$ cat src/hdl/binary_dual_build_line_word_top_assert.svh
// assertion macros for the binary dual line-word rebuild block
// relies on clk and rst_n being visible in the including module
`ifndef BINARY_DUAL_BUILD_LINE_WORD_TOP_ASSERT_SVH
`define BINARY_DUAL_BUILD_LINE_WORD_TOP_ASSERT_SVH

// same-cycle implication, checked on every rising edge out of reset
`define BDBL_ASSERT_SAME(label, ante, cons, msg) \
    label: assert property (@(posedge clk) disable iff (!rst_n) (ante) |-> (cons)) \
        else $error(msg);

// next-cycle implication, checked on every rising edge out of reset
`define BDBL_ASSERT_NEXT(label, ante, cons, msg) \
    label: assert property (@(posedge clk) disable iff (!rst_n) (ante) |=> (cons)) \
        else $error(msg);

`endif

$ cat src/hdl/bdbl_pkg.sv
// shared constants, mode codes and lane/control structs for the line-word rebuild block
// no dependencies
package bdbl_pkg;

    // word and lane geometry
    localparam int WORD_BITS  = 64;
    localparam int LANE_BITS  = 8;
    localparam int LANES      = (WORD_BITS + LANE_BITS - 1) / LANE_BITS;
    localparam int PAD_BITS   = LANES * LANE_BITS;
    localparam int LANE_IDX_W = $clog2(LANE_BITS);
    localparam int LANE_CNT_W = $clog2(LANE_BITS + 1);
    localparam int CNT_W      = $clog2(WORD_BITS + 1);

    // fixed field widths on the ports
    localparam int FIELD_W = 64;
    localparam int VOL_W   = 48;
    localparam int MODE_W  = 3;

    // bits of the padded word that hold real pixels
    localparam logic [PAD_BITS-1:0] REAL_MASK = PAD_BITS'({WORD_BITS{1'b1}});

    // mode codes
    localparam logic [MODE_W-1:0] MODE_PLAIN   = 3'd0;
    localparam logic [MODE_W-1:0] MODE_EDGE    = 3'd1;
    localparam logic [MODE_W-1:0] MODE_SHIFT_L = 3'd2;
    localparam logic [MODE_W-1:0] MODE_SHIFT_R = 3'd3;
    localparam logic [MODE_W-1:0] MODE_HORIZ_L = 3'd4;
    localparam logic [MODE_W-1:0] MODE_HORIZ_R = 3'd5;

    // what a lane has to compute for one word
    typedef struct packed {
        logic fill;   // neighbour term is the edge fill
        logic shift;  // neighbour term comes from the adjacent pixel of the neighbour line
        logic chain;  // neighbour term comes from the adjacent rebuilt pixel
        logic left;   // chain runs from the top bit down
    } lane_op_t;

    // lane answers for both values of the incoming boundary bit
    typedef struct packed {
        logic [LANE_BITS-1:0]  word0;
        logic [LANE_BITS-1:0]  word1;
        logic [LANE_CNT_W-1:0] cnt0;
        logic [LANE_CNT_W-1:0] cnt1;
        logic                  cout0;
        logic                  cout1;
    } lane_res_t;

    // per-request control carried from the lane stage into the merge stage
    typedef struct packed {
        logic shift;
        logic chain;
        logic left;
        logic line_start;
        logic image_start;
        logic nbr_lo;
        logic nbr_hi;
    } step_ctrl_t;

endpackage

$ cat src/hdl/binary_dual_build_line_word_top.sv
// top level of the binary dual line-word rebuild block: handshake, lane stage, merge stage
// depends on bdbl_pkg, bdbl_lane, bdbl_merge and the assertion header
//
//   channel  direction  signals                         request
//   s_       in         tvalid tready tdata tuser       one germ/neighbour/mask word
//   m_       out        tvalid tready tdata             rebuilt word and running volume
//   cfg_     in         we wdata                        edge fill register
//
// one request per cycle while m_tready holds; results pass the lane and merge registers
// the rate is set by the merge stage, which owns the line carry and volume
// reset clears the valid flags, the volume and sets the edge fill and carry to ones
// a stalled output holds the lane stage, and the input stalls only once both stages are full
`include "binary_dual_build_line_word_top_assert.svh"

module binary_dual_build_line_word_top
    import bdbl_pkg::*;
(
    input  logic         clk,
    input  logic         rst_n,
    input  logic         cfg_we,
    input  logic         cfg_wdata,
    input  logic         s_tvalid,
    output logic         s_tready,
    input  logic [191:0] s_tdata,   // germ_word, neighbour_word, mask_word
    input  logic [4:0]   s_tuser,   // mode, line_start, image_start
    output logic         m_tvalid,
    input  logic         m_tready,
    output logic [111:0] m_tdata    // result_word, volume_total
);

    logic                  edge_filled_reg;
    logic                  s1_valid_reg;
    logic                  s1_valid_next;
    lane_res_t [LANES-1:0] s1_res_reg;
    step_ctrl_t            s1_ctrl_reg;
    logic                  out_valid_reg;
    logic                  out_valid_next;

    logic                  out_free;
    logic                  s1_adv;
    logic                  s_acc;
    logic [MODE_W-1:0]     mode;
    lane_op_t              op;
    step_ctrl_t            ctrl_in;
    logic [PAD_BITS-1:0]   germ_pad;
    logic [PAD_BITS-1:0]   nbr_pad;
    logic [PAD_BITS-1:0]   mask_pad;
    logic [PAD_BITS-1:0]   pad_bits;
    lane_res_t [LANES-1:0] lane_res;
    logic [WORD_BITS-1:0]  result_word;
    logic [VOL_W-1:0]      volume_total;

    // edge fill register
    always_ff @(posedge clk or negedge rst_n)
    begin
        if (!rst_n)
        begin
            edge_filled_reg <= 1'b1;
        end
        else if (cfg_we)
        begin
            edge_filled_reg <= cfg_wdata;
        end
    end

    // handshake
    assign out_free = !out_valid_reg || m_tready;
    assign s1_adv   = s1_valid_reg && out_free;
    assign s_tready = !s1_valid_reg || out_free;
    assign s_acc    = s_tvalid && s_tready;

    // mode decode
    assign mode = s_tuser[MODE_W-1:0];

    always_comb
    begin
        op = '0;
        case (mode)
            MODE_EDGE:    op.fill  = 1'b1;
            MODE_SHIFT_L: begin op.shift = 1'b1; op.left = 1'b1; end
            MODE_SHIFT_R: op.shift = 1'b1;
            MODE_HORIZ_L: begin op.chain = 1'b1; op.left = 1'b1; end
            MODE_HORIZ_R: op.chain = 1'b1;
            default:      op = '0;
        endcase
    end

    // control carried to the merge stage
    always_comb
    begin
        ctrl_in.shift       = op.shift;
        ctrl_in.chain       = op.chain;
        ctrl_in.left        = op.left;
        ctrl_in.line_start  = s_tuser[MODE_W];
        ctrl_in.image_start = s_tuser[MODE_W+1];
        ctrl_in.nbr_lo      = s_tdata[FIELD_W];
        ctrl_in.nbr_hi      = s_tdata[FIELD_W+WORD_BITS-1];
    end

    // word fields padded out to whole lanes
    assign germ_pad = PAD_BITS'(s_tdata[WORD_BITS-1:0]);
    assign nbr_pad  = PAD_BITS'(s_tdata[FIELD_W +: WORD_BITS]);
    assign mask_pad = PAD_BITS'(s_tdata[2*FIELD_W +: WORD_BITS]);
    assign pad_bits = ~REAL_MASK;

    // lanes side by side
    for (genvar gi = 0; gi < LANES; gi++)
    begin : g_lane
        bdbl_lane u_lane (
            .op       (op),
            .edge_bit (edge_filled_reg),
            .germ     (germ_pad[gi*LANE_BITS +: LANE_BITS]),
            .nbr      (nbr_pad[gi*LANE_BITS +: LANE_BITS]),
            .mask     (mask_pad[gi*LANE_BITS +: LANE_BITS]),
            .pad      (pad_bits[gi*LANE_BITS +: LANE_BITS]),
            .res      (lane_res[gi])
        );
    end

    // stage valid flags
    always_comb
    begin
        s1_valid_next  = s_acc ? 1'b1 : (s1_adv ? 1'b0 : s1_valid_reg);
        out_valid_next = s1_adv ? 1'b1 : (m_tready ? 1'b0 : out_valid_reg);
    end

    always_ff @(posedge clk or negedge rst_n)
    begin
        if (!rst_n)
        begin
            s1_valid_reg  <= 1'b0;
            out_valid_reg <= 1'b0;
        end
        else
        begin
            s1_valid_reg  <= s1_valid_next;
            out_valid_reg <= out_valid_next;
        end
    end

    // lane stage payload
    always_ff @(posedge clk)
    begin
        if (s_acc)
        begin
            s1_res_reg  <= lane_res;
            s1_ctrl_reg <= ctrl_in;
        end
    end

    // merge stage
    bdbl_merge u_merge (
        .clk          (clk),
        .rst_n        (rst_n),
        .load         (s1_adv),
        .edge_filled  (edge_filled_reg),
        .lane_res     (s1_res_reg),
        .ctrl         (s1_ctrl_reg),
        .result_word  (result_word),
        .volume_total (volume_total)
    );

    // output request
    assign m_tvalid = out_valid_reg;
    assign m_tdata  = {volume_total, FIELD_W'(result_word)};

    // checks
    `BDBL_ASSERT_SAME(a_full_stall, s1_valid_reg && out_valid_reg && !m_tready, !s_tready, "input accepted with both stages full")
    `BDBL_ASSERT_NEXT(a_vol_grows, s1_adv && !s1_ctrl_reg.image_start, volume_total >= $past(volume_total), "volume decreased without image start")
    `BDBL_ASSERT_NEXT(a_vol_restart, s1_adv && s1_ctrl_reg.image_start, volume_total <= VOL_W'(WORD_BITS), "volume after image start exceeds one word")

endmodule

$ cat src/hdl/bdbl_lane.sv
// one lane: rebuilds a slice of the word for both values of the incoming boundary bit
// depends on bdbl_pkg
module bdbl_lane
    import bdbl_pkg::*;
(
    input  lane_op_t             op,
    input  logic                 edge_bit,
    input  logic [LANE_BITS-1:0] germ,
    input  logic [LANE_BITS-1:0] nbr,
    input  logic [LANE_BITS-1:0] mask,
    input  logic [LANE_BITS-1:0] pad,
    output lane_res_t            res
);

    typedef struct packed {
        logic [LANE_BITS-1:0]  word;
        logic [LANE_CNT_W-1:0] cnt;
        logic                  cout;
    } lane_pass_t;

    // walk the slice in chain order; padding bits let the boundary bit straight through
    function automatic lane_pass_t run_pass(
        input lane_op_t             op_in,
        input logic                 edge_in,
        input logic [LANE_BITS-1:0] g,
        input logic [LANE_BITS-1:0] n,
        input logic [LANE_BITS-1:0] m,
        input logic [LANE_BITS-1:0] pd,
        input logic                 cin
    );
        lane_pass_t             r;
        logic                   x;
        logic                   o;
        logic [LANE_IDX_W-1:0]  idx;
        r.word = '0;
        r.cnt  = '0;
        x      = cin;
        for (int k = 0; k < LANE_BITS; k++)
        begin
            idx = op_in.left ? LANE_IDX_W'(LANE_BITS - 1 - k) : LANE_IDX_W'(k);
            if (pd[idx])
            begin
                o = 1'b0;
            end
            else
            begin
                if (op_in.shift || op_in.chain)
                begin
                    o = (g[idx] & x) | m[idx];
                end
                else
                begin
                    o = (g[idx] & (op_in.fill ? edge_in : n[idx])) | m[idx];
                end
                // a germ run stays alive up to and including the next mask pixel
                x = op_in.chain ? (g[idx] & (m[idx] | x)) : n[idx];
            end
            r.word[idx] = o;
            r.cnt       = r.cnt + LANE_CNT_W'(o);
        end
        r.cout = x;
        return r;
    endfunction

    lane_pass_t pass0;
    lane_pass_t pass1;

    // both boundary hypotheses side by side
    always_comb
    begin
        pass0 = run_pass(op, edge_bit, germ, nbr, mask, pad, 1'b0);
        pass1 = run_pass(op, edge_bit, germ, nbr, mask, pad, 1'b1);
    end

    // pack the answers for the merge stage
    always_comb
    begin
        res.word0 = pass0.word;
        res.word1 = pass1.word;
        res.cnt0  = pass0.cnt;
        res.cnt1  = pass1.cnt;
        res.cout0 = pass0.cout;
        res.cout1 = pass1.cout;
    end

endmodule

$ cat src/hdl/bdbl_merge.sv
// merge stage: resolves the boundary chain across lanes, sums the counts,
// holds the line carry bits, the volume and the result register; depends on bdbl_pkg
module bdbl_merge
    import bdbl_pkg::*;
(
    input  logic                  clk,
    input  logic                  rst_n,
    input  logic                  load,
    input  logic                  edge_filled,
    input  lane_res_t [LANES-1:0] lane_res,
    input  step_ctrl_t            ctrl,
    output logic [WORD_BITS-1:0]  result_word,
    output logic [VOL_W-1:0]      volume_total
);

    logic                 carry_lo_reg;
    logic                 carry_lo_next;
    logic                 carry_hi_reg;
    logic                 carry_hi_next;
    logic [VOL_W-1:0]     volume_reg;
    logic [VOL_W-1:0]     volume_next;
    logic [WORD_BITS-1:0] result_reg;

    logic                 cin;
    logic                 link;
    logic [PAD_BITS-1:0]  word_pad;
    logic [CNT_W-1:0]     cnt_total;
    logic [WORD_BITS-1:0] word;
    logic [VOL_W:0]       vol_sum;
    logic [VOL_W-1:0]     vol_base;

    // boundary bit entering the first lane of the chain
    assign cin = ctrl.line_start ? edge_filled : (ctrl.left ? carry_lo_reg : carry_hi_reg);

    // pick each lane's answer in chain order and add up its ones
    always_comb
    begin
        int li;
        link      = cin;
        word_pad  = '0;
        cnt_total = '0;
        for (int k = 0; k < LANES; k++)
        begin
            li = ctrl.left ? (LANES - 1 - k) : k;
            word_pad[li*LANE_BITS +: LANE_BITS] = link ? lane_res[li].word1
                                                       : lane_res[li].word0;
            cnt_total = cnt_total + CNT_W'(link ? lane_res[li].cnt1 : lane_res[li].cnt0);
            link      = link ? lane_res[li].cout1 : lane_res[li].cout0;
        end
    end

    assign word = word_pad[WORD_BITS-1:0];

    // saturating volume update
    always_comb
    begin
        vol_base    = ctrl.image_start ? '0 : volume_reg;
        vol_sum     = {1'b0, vol_base} + (VOL_W + 1)'(cnt_total);
        volume_next = vol_sum[VOL_W] ? {VOL_W{1'b1}} : vol_sum[VOL_W-1:0];
    end

    // carry bits for the next word of the line
    always_comb
    begin
        carry_lo_next = carry_lo_reg;
        carry_hi_next = carry_hi_reg;
        if (ctrl.shift)
        begin
            carry_lo_next = ctrl.nbr_lo;
            carry_hi_next = ctrl.nbr_hi;
        end
        else if (ctrl.chain)
        begin
            carry_lo_next = word[0];
            carry_hi_next = word[WORD_BITS-1];
        end
        else if (ctrl.line_start)
        begin
            carry_lo_next = edge_filled;
            carry_hi_next = edge_filled;
        end
    end

    // state registers
    always_ff @(posedge clk or negedge rst_n)
    begin
        if (!rst_n)
        begin
            carry_lo_reg <= 1'b1;
            carry_hi_reg <= 1'b1;
            volume_reg   <= '0;
        end
        else if (load)
        begin
            carry_lo_reg <= carry_lo_next;
            carry_hi_reg <= carry_hi_next;
            volume_reg   <= volume_next;
        end
    end

    // result register
    always_ff @(posedge clk)
    begin
        if (load)
        begin
            result_reg <= word;
        end
    end

    assign result_word  = result_reg;
    assign volume_total = volume_reg;

endmodule

$ cat config.mk
export PLATFORM = sky130hd
export DESIGN_NAME = binary_dual_build_line_word_top
export DESIGN_NICKNAME = d
export VERILOG_FILES = /design/src/hdl/bdbl_pkg.sv /design/src/hdl/binary_dual_build_line_word_top.sv /design/src/hdl/bdbl_lane.sv /design/src/hdl/bdbl_merge.sv
export VERILOG_INCLUDE_DIRS = /design/src /design/src/hdl
export SDC_FILE = /design/constraint.sdc
export NUM_CORES = 1
export LEC_CHECK = 0
export ABC_CLOCK_PERIOD_IN_PS = 9740
export BUFFER_PORTS_ARGS = -buffer_cell sky130_fd_sc_hd__buf_4
export CORE_MARGIN = 5
export CORE_UTILIZATION = 25
export DETAILED_ROUTE_END_ITERATION = 8
export GPL_ROUTABILITY_DRIVEN = 1
export HOLD_SLACK_MARGIN = 0.15
export MAX_ROUTING_LAYER = met4
export PLACE_DENSITY = 0.44
export SLEW_MARGIN = 20
export SYNTH_ARGS = -nofsm -noshare
export SYNTH_HDL_FRONTEND = slang
export SYNTH_HIERARCHICAL = 1
export SYNTH_SLANG_ARGS = --single-unit
$ cat constraint.sdc
create_clock -name clk -period 9.74 [get_ports clk]
set_input_delay 1.461 -clock clk [delete_from_list [all_inputs] [get_ports clk]]
set_output_delay 1.461 -clock clk [all_outputs]
set_load 0.005 [all_outputs]
* After elaboration in Yosys (flattened, before gate mapping)
Memory sizes are Yosys's and may differ from the RTL's. Cells that the tools add are included.
Word-level totals: flip-flop bits (word level) 332, ROM bits 64, input port bits 203, output and inout port bits 114, memories kept 8
Memories:
- (name not given) | depth 8, width 1, read ports 1, clocked after memory_dff 0, wr ports 0, line bdbl_lane.sv:41 | if (pd[idx])
- (name not given) | depth 8, width 1, read ports 1, clocked after memory_dff 0, wr ports 0, line bdbl_lane.sv:41
- (name not given) | depth 8, width 1, read ports 1, clocked after memory_dff 0, wr ports 0, line bdbl_lane.sv:41
- (name not given) | depth 8, width 1, read ports 1, clocked after memory_dff 0, wr ports 0, line bdbl_lane.sv:41
- (name not given) | depth 8, width 1, read ports 1, clocked after memory_dff 0, wr ports 0, line bdbl_lane.sv:41
- (name not given) | depth 8, width 1, read ports 1, clocked after memory_dff 0, wr ports 0, line bdbl_lane.sv:41
- +2 memories
Cells by class: $add $sub $neg 128, magnitude comparators 24, eq/ne operators 5, shift operators 16, multiplexer cells 1183, bitwise operators 609, reductions and logical operators 22
Operator list (count):
- $bwmux W8 | 112
- $mux W1 | 806
- $bmux W26 S3 | 8
- $bmux W1 S3 | 192
- $shift A8 B33 Y64 const A | 8
- $shiftx A8 B33 Y64 | 8
- $bwmux W64 | 7
- $mux W26 | 16
- $add A4 B1 Y4 | 96
- $and A1 B1 Y1 | 296
- $or A1 B1 Y1 | 296
- $neg A32 Y33 | 8
- $lt A32 B5 Y1 const B | 8
- $and A8 B8 Y8 | 16
- $mux W48 | 2
- $and A64 B64 Y64 | 1
- $mux W8 | 8
- $add A48 B7 Y49 | 1
- $add A7 B7 Y7 | 7
- $mux W3 | 16
- $add A1 B1 Y2 | 16
- $lt A3 B4 Y1 const B | 8
- $mux W4 | 8
- $demux W1 S3 | 8
- 11 further kinds | 35

* Longest topological paths before layout
Gate-level depths: netlist (run 1).
depth in word-level cells 38, gate-level depth with buffers 34

* Modules after synthesis
Netlist (run 1), hierarchy kept.
By module, submodules not included:
- bdbl_lane (g_lane[1].u_lane ...) | times used 6, cells each 287, area an instance 2120.8 um^2, seq. area each 0.0 um^2
- bdbl_merge | times used 1, cells each 715, area an instance 7922.6 um^2, seq. area each 3175.5 um^2
- binary_dual_build_line_word_top | times used 1, cells each 230, area an instance 6620.1 um^2, seq. area each 6532.5 um^2
- bdbl_lane (g_lane[7].u_lane) | times used 1, cells each 298, area an instance 2039.5 um^2, seq. area each 0.0 um^2
- bdbl_lane (g_lane[0].u_lane) | times used 1, cells each 296, area an instance 2018.2 um^2, seq. area each 0.0 um^2

* Least setup slack after synthesis (run 1)
OpenSTA, ideal clock, no wires.
path type register -> register, start register s1_ctrl_reg[4] (netlist bit), end register u_merge.volume_reg[26] (netlist: u_merge/volume_total[26]), library setup time 0.087 ns, arrival 7.911 ns, data required time 9.653 ns, path slack 1.742 ns, cell stages (with the launch flop) 30, path buffers 4, clock period less this slack 7.998 ns, cells stage by stage edfxtp_1 -> buf_2 -> mux2_4 -> a211o_1 -> a221o_1 -> and3_1 -> or3_4 -> and2_1 -> buf_4 -> mux4_2 -> fa_1 -> fa_1 -> fa_1 -> inv_1 -> fa_1 -> inv_1 -> ha_1 -> a21o_1 -> a21oi_1 -> xnor2_1 -> ha_1 -> o21a_1 -> o21ai_0 -> a2111oi_0 -> nor2b_1 -> and2_0 -> clkbuf_1 -> clkbuf_1 -> o21ai_0 -> a22oi_1
On the way: longest elaborated chain between the ends 15, elaborated cells between the ends (all ways) 58, classes of those cells add/sub (8); mux (50)
RTL lines:
- start, declared | line binary_dual_build_line_word_top.sv:35 | step_ctrl_t s1_ctrl_reg;
- start signal, assigned | line binary_dual_build_line_word_top.sv:147 | s1_ctrl_reg <= ctrl_in;
- $mux W3 | line bdbl_merge.sv:44 | li = ctrl.left ? (LANES - 1 - k) : k;
- $bmux W26 S3 | line bdbl_merge.sv:47, bdbl_merge.sv:48
- $mux W26 (implied by the code) | line bdbl_merge.sv:48 | link = link ? lane_res[li].cout1 : lane_res[li].cout0;
- $mux W26
- $mux W1 | line bdbl_merge.sv:48
- $mux W4 / $mux W1 (equally long branches) | line bdbl_merge.sv:47, bdbl_merge.sv:48
- $add A7 B7 Y7, or another cell as far along (5 in series) | line bdbl_merge.sv:47 | cnt_total = cnt_total + CNT_W'(link ? lane_res[li].cnt1 : lane_res[li].cnt0);
- $add A7 B7 Y7 / $mux W4 (equally long branches) | line bdbl_merge.sv:47
- $add A7 B7 Y7 * | line bdbl_merge.sv:47
- $add A48 B7 Y49 * | line bdbl_merge.sv:58 | vol_sum = {1'b0, vol_base} + (VOL_W + 1)'(cnt_total);
- $mux W48 * | line bdbl_merge.sv:59 | volume_next = vol_sum[VOL_W] ? {VOL_W{1'b1}} : vol_sum[VOL_W-1:0];
- end signal, assigned | line bdbl_merge.sv:97 | volume_reg <= volume_next;
- end, declared | line bdbl_merge.sv:20 | logic [VOL_W-1:0] volume_reg;
Every way passes the cells marked *; elsewhere a longest branch is shown, timed or not. The select of a mux whose other input is x is not followed. A chain may end at the register's enable or synchronous reset.

* Final worst setup path (run 1)
start register s1_ctrl_reg[4] (netlist bit), end register u_merge.volume_reg[25] (netlist: u_merge/volume_total[25])
The elaborated chain is that of the path after synthesis.

==> out/qor.csv, run 1 <==
stage,metric,value,unit
run_status,run status,finished clean,
route,routed wl met3,4590,µm
cells_and_area,Fillers,13000,
logic_synthesis,predominant post-synthesis flop cell,edfxtp_1,
critical_path,Register-to-Register Path Depth,28,
logic_synthesis,"EDFF count, synth",279,
logic_synthesis,Seq cells post-synth,332,
sta,Final Cycle Share,0.909,
critical_path,Worst R2R End,u_merge/volume_total[25],
sta,clk_skew,25.0,ps
global_route,initial antenna violation count,7,
placed_design,post-DP HPWL,85000,µm
global_route,total grt overflow,0,
critical_path,critical path endpoint category,flop,
logic_synthesis,adder-cell share of the synthesized area,0.0810,
pwr,LEAKAGE,15.3,nW
sta,Final Hold Vio Count,0,
cells_and_area,fin nets,4226,
sta,Final Setup Violations,0,
logic_synthesis,top cell type's share of synthesized area,0.267,
sta,max-slew violations,0,
logic_synthesis,synth unique cells,114,
route,routed len/inst,19.6,µm
global_route,Tot GR Track Use,0.164,
floorplan,core area,124000,µm²
global_route,first-pass GRT wire length,163000,µm
route,Vias/cell,4.80,
worst_hold_path,worst hold path type,reg -> reg,
route,Vias,26600,
critical_path,r2r startpoint,s1_ctrl_reg[4],
placed_design,input/output buffers,316,
logic_synthesis,area fraction in compound gates after synthesis,0.248,
cts,Skew-Pair Late Insertion Delay,590,ps
cts,CTS sink cnt,332,
cells_and_area,layout cells sized above 1,0.201,
logic_synthesis,top-count cell post-synth,edfxtp_1,
route,DRC violations left,0,
logic_synthesis,Syn Inst Count,3261,
logic_synthesis,Synth Area in Simple Gates,0.158,
logic_synthesis,post-synthesis mux area share,0.139,
critical_path,Crit Path Max Fanout,33,
critical_path,Critical Path Source Type,flop,
sta,RSZ-0062 raised after global routing,no,
global_route,vias in the first global route,25900,
logic_synthesis,largest cells by area after synthesis,"edfxtp_1, mux2i_1, fa_1",
route,final wirelength,109000,µm
critical_path,Crit Path Class,reg -> reg,
flow_run,max cap viols,0,
route,drt first pass iters,5,
route,uppermost layer routed,met4,
critical_path,worst stage delay on the critical path,600,ps
route,Iter 0 DRT Violations,1740,
worst_hold_path,Hold Path Sink,m_tvalid,
floorplan,Die Ht,364,µm
logic_synthesis,register area share after synthesis,0.310,
critical_path,CP most frequent cell,fa_1,
pwr,pwr/cell area,259,nW/µm²
route,DRT antenna net count,0,
logic_synthesis,Yosys Warn Count,6,
floorplan,die area,132000,µm²
sta,Tmin final,8860,ps
cts,Inserted Clock Buffers,45,
floorplan,Starting Density,0.252,
cells_and_area,"Area growth, synth to finish",21.6,%
sta,max frequency,113,MHz
critical_path,Worst EP required,10250,ps
route,met1 wire length,50400,µm
pwr,Max IR drop VDD,0.000969,V
cts,Post-CTS Hold Buffers,0,
sta,Slew HR,0.276,
cts,post-CTS sizing,0,
sta,Post-Route Setup TNS,0,ps
logic_synthesis,main combinational cell family by area after synthesis,compound AO/OA/AOI/OAI gates,
cells_and_area,fin util,0.307,
critical_path,critical path's slowest cell,fa_1,
logic_synthesis,Mean Syn Cell Area,9.61,µm²
logic_synthesis,Post-synth ARST share,0.160,
logic_synthesis,Syn Std Cell Area,31300,µm²
cts,TritonCTS clock tree,yes,
worst_hold_path,Hold Path Origin,s1_valid_reg,
sta,actual slew at the worst max-slew pin,1080,ps
cts,CTS Buffer Depth,3,
floorplan,# IOs,317,
global_route,pin count of the biggest net entering global routing,149,
worst_hold_path,Hold Crit Depth,1,
logic_synthesis,"area leader, netlist",edfxtp_1,
placed_design,RePlAce Congestion,0.875,
critical_path,Arrival @ worst endpoint,9370,ps
cts,Setup Buffers After CTS,0,
critical_path,register-to-register setup slack,880,ps
cells_and_area,Largest register FFs,208,
floorplan,die width,364,µm
floorplan,Std-Cell Rows,129,
logic_synthesis,top post-synthesis cells by count,"edfxtp_1, nand2_1, inv_1, nor2_1, o21ai_0",
cts,Clock transition at path regs,60,ps
route,met2 wire len,51100,µm
cts,H-tree depth,2,
logic_synthesis,Post-Synth XOR/XNOR Area,0.00615,
cts,clk root buf,clkbuf_16,
==> through the flow <==
| stage | setup slack (ps) | cells | power, W | hold WS (ps) | area [µm²] |
|---|---|---|---|---|---|
| 6_report | 884 | 5549 | 0.00986 | 499 | 38100 |
| 5_1_grt | 115 | 5549 | 0.0108 | 538 | 38100 |
| 4_1_cts | 866 | 5545 | 0.0101 | 503 | 38100 |
| 3_5_place_dp | 899 | 5463 | 0.00827 | 489 | 36600 |
| 3_3_place_gp | 987 | 5463 | 0.00827 | 476 | 36600 |
| 2_1_floorplan | 1740 | 3594 | 0.00666 | 449 | 32600 |
==> layer usage <==
layer / vias up / global-route usage
met5: - / -
met4: 0 / 0.0443
met3: 134 / 0.0217
met2: 567 / 0.264
met1: 12800 / 0.217
li1: 13100 / -
==> final cells by class <==
type / count / area, µm² / share of cell area
Clock inverter: 25 / 254 / 0.00667
Clock buffer: 57 / 1230 / 0.0324
Timing Repair Buffer: 365 / 2820 / 0.0739
Inverter: 250 / 938 / 0.0246
Multi-Input combinational cell: 2879 / 21100 / 0.554
Tap cell: 1637 / 2050 / 0.0538
Antenna cell: 4 / 10.0 / 0.000263
Sequential cell: 332 / 9710 / 0.255
==> how the worst max path moves through the flow <==
stage | startpoint | to | slack (ps) | cells past startpoint
2_1_floorplan | s1_ctrl_reg[4] | u_merge/volume_total[26] | 1740 | 29
3_3_place_gp | s1_ctrl_reg[4] | u_merge/volume_total[25] | 990 | 28
3_5_place_dp | s1_ctrl_reg[4] | u_merge/volume_total[25] | 900 | 28
4_1_cts | s1_ctrl_reg[4] | u_merge/volume_total[25] | 870 | 28
5_1_grt | s1_ctrl_reg[4] | u_merge/volume_total[26] | 120 | 29
6_report | s1_ctrl_reg[4] | u_merge/volume_total[25] | 880 | 28
==> logic make-up after synthesis <==
| logic type | Yosys count |
|---|---|
| AOI/OAI and AO/OA | 1040 |
| and+or+nand+nor | 966 |
| buffers and inverters | 383 |
| muxes | 367 |
| DFF | 332 |
| adders and majority gates | 150 |
| xor gates and xnor gates | 22 |
| other | 1 |
==> worst max-delay path, delay by kind of cell, from the launching register on <==
family	cells	cell delay [ps]
flip-flops	1	400
XOR/XNOR	1	90
AO/OA/AOI/OAI	10	2470
AND/OR/NAND/NOR	4	1330
adder cells (fa/ha/maj)	6	2730
buffers and inverters	5	1100
multiplexers	2	640
==> cell usage in the layout (no fill, tap or decap), types with 46 or more instances in the layout <==
cell type	instances
mux2_2	128
edfxtp_1	279
nor3_1	54
buf_4	359
nand2b_1	78
mux2i_1	193
fa_1	88
inv_1	240
nor2b_1	106
dfrtp_1	50
o21ai_0	220
a211oi_1	63
nor2_1	221
a21oi_1	207
ha_1	62
nand3_1	51
nand2_1	257
clkbuf_16	46
conb_1	334
==> report_power, final <==
group          switching (W)  total, W  internal [W]
logic                0.00339   0.00609       0.00271
clock network       0.000675   0.00168       0.00100
registers           0.000194   0.00209       0.00190
total                0.00426   0.00986       0.00561
Power figures use the tool's default switching activity.
==> inputs of run 2 (changes only) <==
--- a/config.mk
+++ b/config.mk
@@ -6,15 +6,16 @@
 export SDC_FILE = /design/constraint.sdc
 export NUM_CORES = 1
 export LEC_CHECK = 0
-export ABC_CLOCK_PERIOD_IN_PS = 9740
+export ABC_CLOCK_PERIOD_IN_PS = 7200
 export BUFFER_PORTS_ARGS = -buffer_cell sky130_fd_sc_hd__buf_4
+export CORE_ASPECT_RATIO = 1.4
 export CORE_MARGIN = 5
 export CORE_UTILIZATION = 25
 export DETAILED_ROUTE_END_ITERATION = 8
 export GPL_ROUTABILITY_DRIVEN = 1
 export HOLD_SLACK_MARGIN = 0.15
 export MAX_ROUTING_LAYER = met4
-export PLACE_DENSITY = 0.44
+export PLACE_DENSITY = 0.46
 export SLEW_MARGIN = 20
 export SYNTH_ARGS = -nofsm -noshare
 export SYNTH_HDL_FRONTEND = slang
==> constraint.sdc (replaced) <==
create_clock -name clk -period 7.2 [get_ports clk]
set_input_delay 1.08 -clock clk [delete_from_list [all_inputs] [get_ports clk]]
set_output_delay 1.08 -clock clk [all_outputs]
set_load 0.005 [all_outputs]
==> out/qor.csv, run 2 (synthesis results as in run 1) <==
stage,metric,value,unit
critical_path,register-to-register setup slack,-50,ps
critical_path,Worst R2R End,u_merge/volume_total[25],
placed_design,RePlAce Congestion,0.886,
placed_design,Post-DP Area,37400,µm²
global_route,pin count of the biggest net entering global routing,159,
sta,max-slew violations,0,
cells_and_area,"Area growth, synth to finish",25.8,%
global_route,Tot GR Track Use,0.167,
critical_path,Arrival @ worst endpoint,7750,ps
sta,max frequency,138,MHz
pwr,part of the power in registers,0.176,
critical_path,Crit Path Class,reg -> reg,
critical_path,Register-to-Register Path Depth,26,
placed_design,input/output buffers,316,
sta,actual slew at the worst max-slew pin,987,ps
cells_and_area,fin nets,4330,
cells_and_area,area of the multi-input gates,21500,µm²
cells_and_area,Fillers,13100,
flow_run,max cap viols,0,
critical_path,Worst EP required,7700,ps
pwr,Int Power,0.00914,W
floorplan,die area,133000,µm²
sta,Slew HR,0.342,
run_status,run status,"finished, violations left",
run_status,failing checks,setup timing,
cells_and_area,Sequential Area,9710,µm²
cells_and_area,"commonest non-fill, non-tap cells in the layout","buf_4, conb_1, edfxtp_1, nand2_1, inv_1",
placed_design,post-DP HPWL,88700,µm
worst_hold_path,Hold Path Sink,m_tvalid,
pwr,Logic pwr share,0.681,
pwr,Sw Share,0.427,
sta,Final Cycle Share,1.01,
cts,TritonCTS clock tree,yes,
global_route,total grt overflow,0,
route,drt first pass iters,5,
global_route,grt peak-use layer,met2,
route,Iter 0 DRT Violations,1400,
floorplan,core area,124000,µm²
global_route,initial antenna violation count,6,
sta,fin worst setup slack,-52.7,ps
sta,RSZ-0062 raised after global routing,yes,
sta,clk_skew,18.3,ps
cells_and_area,fin area,39400,µm²
route,Vias,27000,
cts,CTS Buffer Depth,3,
route,DRC violations left,0,
floorplan,Starting Density,0.252,
cts,CTS sink cnt,332,
sta,Hold WS,498,ps
sta,Final Setup Violations,9,
global_route,M1 GR Usage,0.193,
global_route,vias in the first global route,27400,
critical_path,Critical Path Source Type,flop,
pwr,pwr/cell area,405,nW/µm²
cts,H-tree depth,2,
critical_path,Crit Path Max Fanout,7,
sta,Post-Route Setup TNS,-163,ps
sta,Final Hold Vio Count,0,
route,routed len/inst,19.8,µm
pwr,LEAKAGE,15.9,nW
cts,clk root buf,clkbuf_16,
cts,Post-CTS Hold Buffers,0,
floorplan,Std-Cell Rows,153,
cts,Clock transition at path regs,60,ps
pwr,switching pwr,0.00681,W
cells_and_area,"most common cell after layout, fill and taps aside",buf_4,
cells_and_area,layout cells sized above 1,0.238,
floorplan,Die Ht,429,µm
cts,Skew-Pair Late Insertion Delay,600,ps
global_route,GRT met2 Usage,0.307,
sta,Tmin final,7250,ps
pwr,Max IR drop VDD,0.00193,V
floorplan,die width,309,µm
critical_path,r2r startpoint,s1_ctrl_reg[4],
global_route,met3 Usage GRT,0.0209,
global_route,first-pass GRT wire length,168000,µm
worst_hold_path,Hold Crit Depth,1,
worst_hold_path,Hold Path Origin,s1_valid_reg,
pwr,Clk network pwr share,0.143,
route,final wirelength,112000,µm
floorplan,# IOs,317,
worst_hold_path,worst hold path type,reg -> reg,
placed_design,placed cells,5539,
cts,Inserted Clock Buffers,42,
cells_and_area,fin util,0.317,
route,DRT antenna net count,0,
cells_and_area,Largest register FFs,208,
critical_path,critical path endpoint category,flop,
route,Vias/cell,4.79,
cells_and_area,"Cell Count, Final, Fillers Out",5642,
-- run 2: cell types whose count changed in the layout (fill, tap and decap cells not counted), sizes merged --
cell	before	now
buf	365	470
bufinv	4	6
clkinv	18	15
inv	251	250
-- run 2: area by class of cell --
| cell class | instances | area share |
|---|---|---|
| well taps | 1627 | 0.0517 |
| clock buffers | 55 | 0.0300 |
| repair buffers | 472 | 0.0962 |
| diodes | 4 | 0.000254 |
| clock inverters | 23 | 0.00699 |
| flip-flops and latches | 332 | 0.246 |
| inverters | 250 | 0.0238 |
| multi-input cells | 2879 | 0.545 |
-- run 2: what timing repair did --
action                     in CTS  in global routing
setup endpoints to repair      40                 48
resized for setup              20                 84
cloned                          1                  3
pin swaps                      14                 33
setup buffers                  13                  6
-- run 2: how the worst max path moves through the flow --
stage / startpoint / endpoint / slack [ps]
6_report: s1_ctrl_reg[4] / u_merge/volume_total[25] / -50
3_5_place_dp: s1_ctrl_reg[4] / u_merge/volume_total[39] / -300
5_1_grt: s1_ctrl_reg[4] / u_merge/volume_total[44] / -370
2_1_floorplan: s1_ctrl_reg[4] / u_merge/volume_total[46] / -10
3_3_place_gp: s1_ctrl_reg[4] / u_merge/volume_total[37] / -190
4_1_cts: s1_ctrl_reg[4] / u_merge/volume_total[46] / -30
-- run 2: power groups by stage --
stage,clock network [W],registers (W),logic [W]
floorplan,0,0.00272,0.00693
CTS,0.00239,0.00281,0.0103
global placement,0,0.00285,0.00986
global route,0.00245,0.00284,0.0122
detailed placement,0,0.00285,0.00994
finish,0.00228,0.00280,0.0109
-- run 2: critical path, cell delays in order (launching register included) --
cell and delay, ps:
edfxtp_1 460, mux2_4 330, a211o_1 280, a221o_1 350
a221oi_2 360, or3_4 190, and2_4 220, mux4_2 330
inv_2 70, fa_1 400, inv_1 80, fa_1 430
fa_1 490, fa_1 530, ha_2 180, inv_2 40
fa_2 520, inv_2 40, ha_4 260, a21oi_2 50
nand2b_4 170, a2111oi_4 370, nor2b_4 290, nand2_4 150
buf_6 160, a31o_2 220, a22oi_1 170
-- run 2: through the flow --
step | setup WS [ps] | power, W
2_1_floorplan | -13.8 | 0.00965
3_3_place_gp | -192 | 0.0127
3_5_place_dp | -302 | 0.0128
4_1_cts | -25.0 | 0.0155
5_1_grt | -372 | 0.0175
6_report | -52.7 | 0.0159
-- run 2: layer usage --
layer  up-vias  part of all wire
met5         -                 0
li1      13300                 -
met3       137             0.035
met2       518              0.53
met1     13000              0.41
met4         0             0.024
==> inputs of run 3 (changes only) <==
--- a/config.mk
+++ b/config.mk
@@ -8,7 +8,6 @@
 export LEC_CHECK = 0
 export ABC_CLOCK_PERIOD_IN_PS = 7200
 export BUFFER_PORTS_ARGS = -buffer_cell sky130_fd_sc_hd__buf_4
-export CORE_ASPECT_RATIO = 1.4
 export CORE_MARGIN = 5
 export CORE_UTILIZATION = 25
 export DETAILED_ROUTE_END_ITERATION = 8
==> out/qor.csv, run 3 (synthesis results as in run 1) <==
stage,metric,value,unit
global_route,total grt overflow,0,
route,routed len/inst,19.3,µm
cells_and_area,"Cell Count, Final, Fillers Out",5647,
critical_path,Bufs and invs on worst path,3,
route,DRC violations left,0,
sta,max-slew violations,0,
worst_hold_path,worst hold path type,reg -> reg,
critical_path,critical path endpoint category,flop,
pwr,Max IR drop VDD,0.00148,V
critical_path,Crit Path Max Fanout,7,
placed_design,placed cells,5549,
route,DRT antenna net count,0,
pwr,pwr/cell area,406,nW/µm²
route,Vias/cell,4.78,
floorplan,Die Ht,364,µm
cts,Post-CTS Hold Buffers,0,
cells_and_area,Fillers,13000,
critical_path,Critical Path Source Type,flop,
floorplan,die area,132000,µm²
global_route,vias in the first global route,26300,
floorplan,Std-Cell Rows,129,
cts,TritonCTS clock tree,yes,
sta,actual slew at the worst max-slew pin,913,ps
critical_path,Worst EP required,7660,ps
cells_and_area,area of the multi-input gates,21400,µm²
global_route,Tot GR Track Use,0.164,
critical_path,CP most frequent cell,fa_1,
critical_path,register-to-register setup slack,-20,ps
critical_path,worst stage delay on the critical path,540,ps
route,drt first pass iters,5,
floorplan,die width,364,µm
sta,clk_skew,43.0,ps
cts,CTS Buffer Depth,3,
sta,Slew HR,0.390,
critical_path,CP top delay family,adder cells,
global_route,first-pass GRT wire length,164000,µm
cts,clk root buf,clkbuf_16,
cells_and_area,"commonest non-fill, non-tap cells in the layout","buf_4, conb_1, edfxtp_1, nand2_1, inv_1",
cts,Inserted Clock Buffers,46,
placed_design,dpl ws,-168,ps
pwr,LEAKAGE,15.9,nW
floorplan,Starting Density,0.252,
sta,max frequency,139,MHz
placed_design,Post-DP Area,37500,µm²
cells_and_area,fin area,39400,µm²
floorplan,# IOs,317,
sta,RSZ-0062 raised after global routing,yes,
floorplan,core area,124000,µm²
run_status,failing checks,setup timing,
cts,H-tree depth,2,
route,Vias,27000,
critical_path,Crit Path Class,reg -> reg,
placed_design,input/output buffers,316,
sta,Final Hold Vio Count,0,
global_route,initial antenna violation count,3,
route,Iter 0 DRT Violations,1680,
cts,CTS sink cnt,332,
critical_path,critical path's slowest cell,fa_1,
flow_run,max cap viols,0,
placed_design,post-DP HPWL,85500,µm
sta,fin worst setup slack,-16.7,ps
sta,Final Setup Violations,5,
cells_and_area,fin nets,4326,
cts,Skew-Pair Late Insertion Delay,620,ps
placed_design,RePlAce Congestion,0.895,
sta,Final Cycle Share,1.00,
critical_path,Arrival @ worst endpoint,7670,ps
cts,Clock transition at path regs,60,ps
cells_and_area,"most common cell after layout, fill and taps aside",buf_4,
cells_and_area,"Area growth, synth to finish",25.7,%
cells_and_area,Sequential Area,9710,µm²
sta,Tmin final,7220,ps
route,final wirelength,109000,µm
run_status,run status,"finished, violations left",
global_route,pin count of the biggest net entering global routing,133,
cells_and_area,Largest register FFs,208,
cells_and_area,layout cells sized above 1,0.236,
## run 3: changes by cell type in the layout (fill, tap and decap cells not counted), moves of 3 or more
cell and delta:
a21oi_2 +4, inv_6 +4, o21ai_2 -4, a21oi_1 -3, buf_4 -6, o21ai_0 +3
nand2_4 +3
## run 3: path summary, 6_finish.rpt
path                                startpoint                  endpoint  depth (start not counted)
max in group asynchronous                rst_n  u_merge/volume_total[10]                          1
worst max-delay path            s1_ctrl_reg[4]  u_merge/volume_total[46]                         28
worst min-delay path              s1_valid_reg                  m_tvalid                          1
worst min register to register    s1_valid_reg                  m_tvalid                          1
worst max register to register  s1_ctrl_reg[4]  u_merge/volume_total[46]                         28
min in group asynchronous                rst_n  u_merge/volume_total[39]                          1
## run 3: stage by stage
step / util / hold WS (ps) / total power, W / TNS [ps]
6_report: 0.317 / 510 / 0.0160 / -74.2
5_1_grt: 0.317 / 524 / 0.0176 / -11600
4_1_cts: 0.315 / 504 / 0.0157 / -9.02
3_5_place_dp: 0.302 / 490 / 0.0128 / -2230
3_3_place_gp: 0.302 / 471 / 0.0128 / -308
2_1_floorplan: - / 449 / 0.00965 / -25.9
## run 3: metal layers
metal  part of all wire  track usage
met5                  0            -
met4              0.020       0.0365
met3              0.045       0.0211
met2               0.47        0.263
met1               0.47        0.221
## run 3: timing repair
action                                  in CTS  in global routing
resized for setup                           19                 68
pin swaps                                   15                 40
endpoints found under the setup margin      41                 48
buffers inserted                             3                  8
endpoints found under the hold margin        0                  0
cloned                                       0                  2
## run 3: area by class of cell
cell class | instances | area share
flip-flops and latches | 332 | 0.247
well taps | 1637 | 0.0520
inverters | 250 | 0.0238
multi-input cells | 2879 | 0.544
repair buffers | 464 | 0.0947
clock buffers | 54 | 0.0305
diodes | 2 | 0.000127
clock inverters | 29 | 0.00788
## run 3: where the power goes
part	internal, W	switching (W)	total [W]
clock	0.00138	0.000956	0.00233
sequential	0.00257	0.000242	0.00281
combinational	0.00529	0.00556	0.0108
total	0.00923	0.00676	0.0160
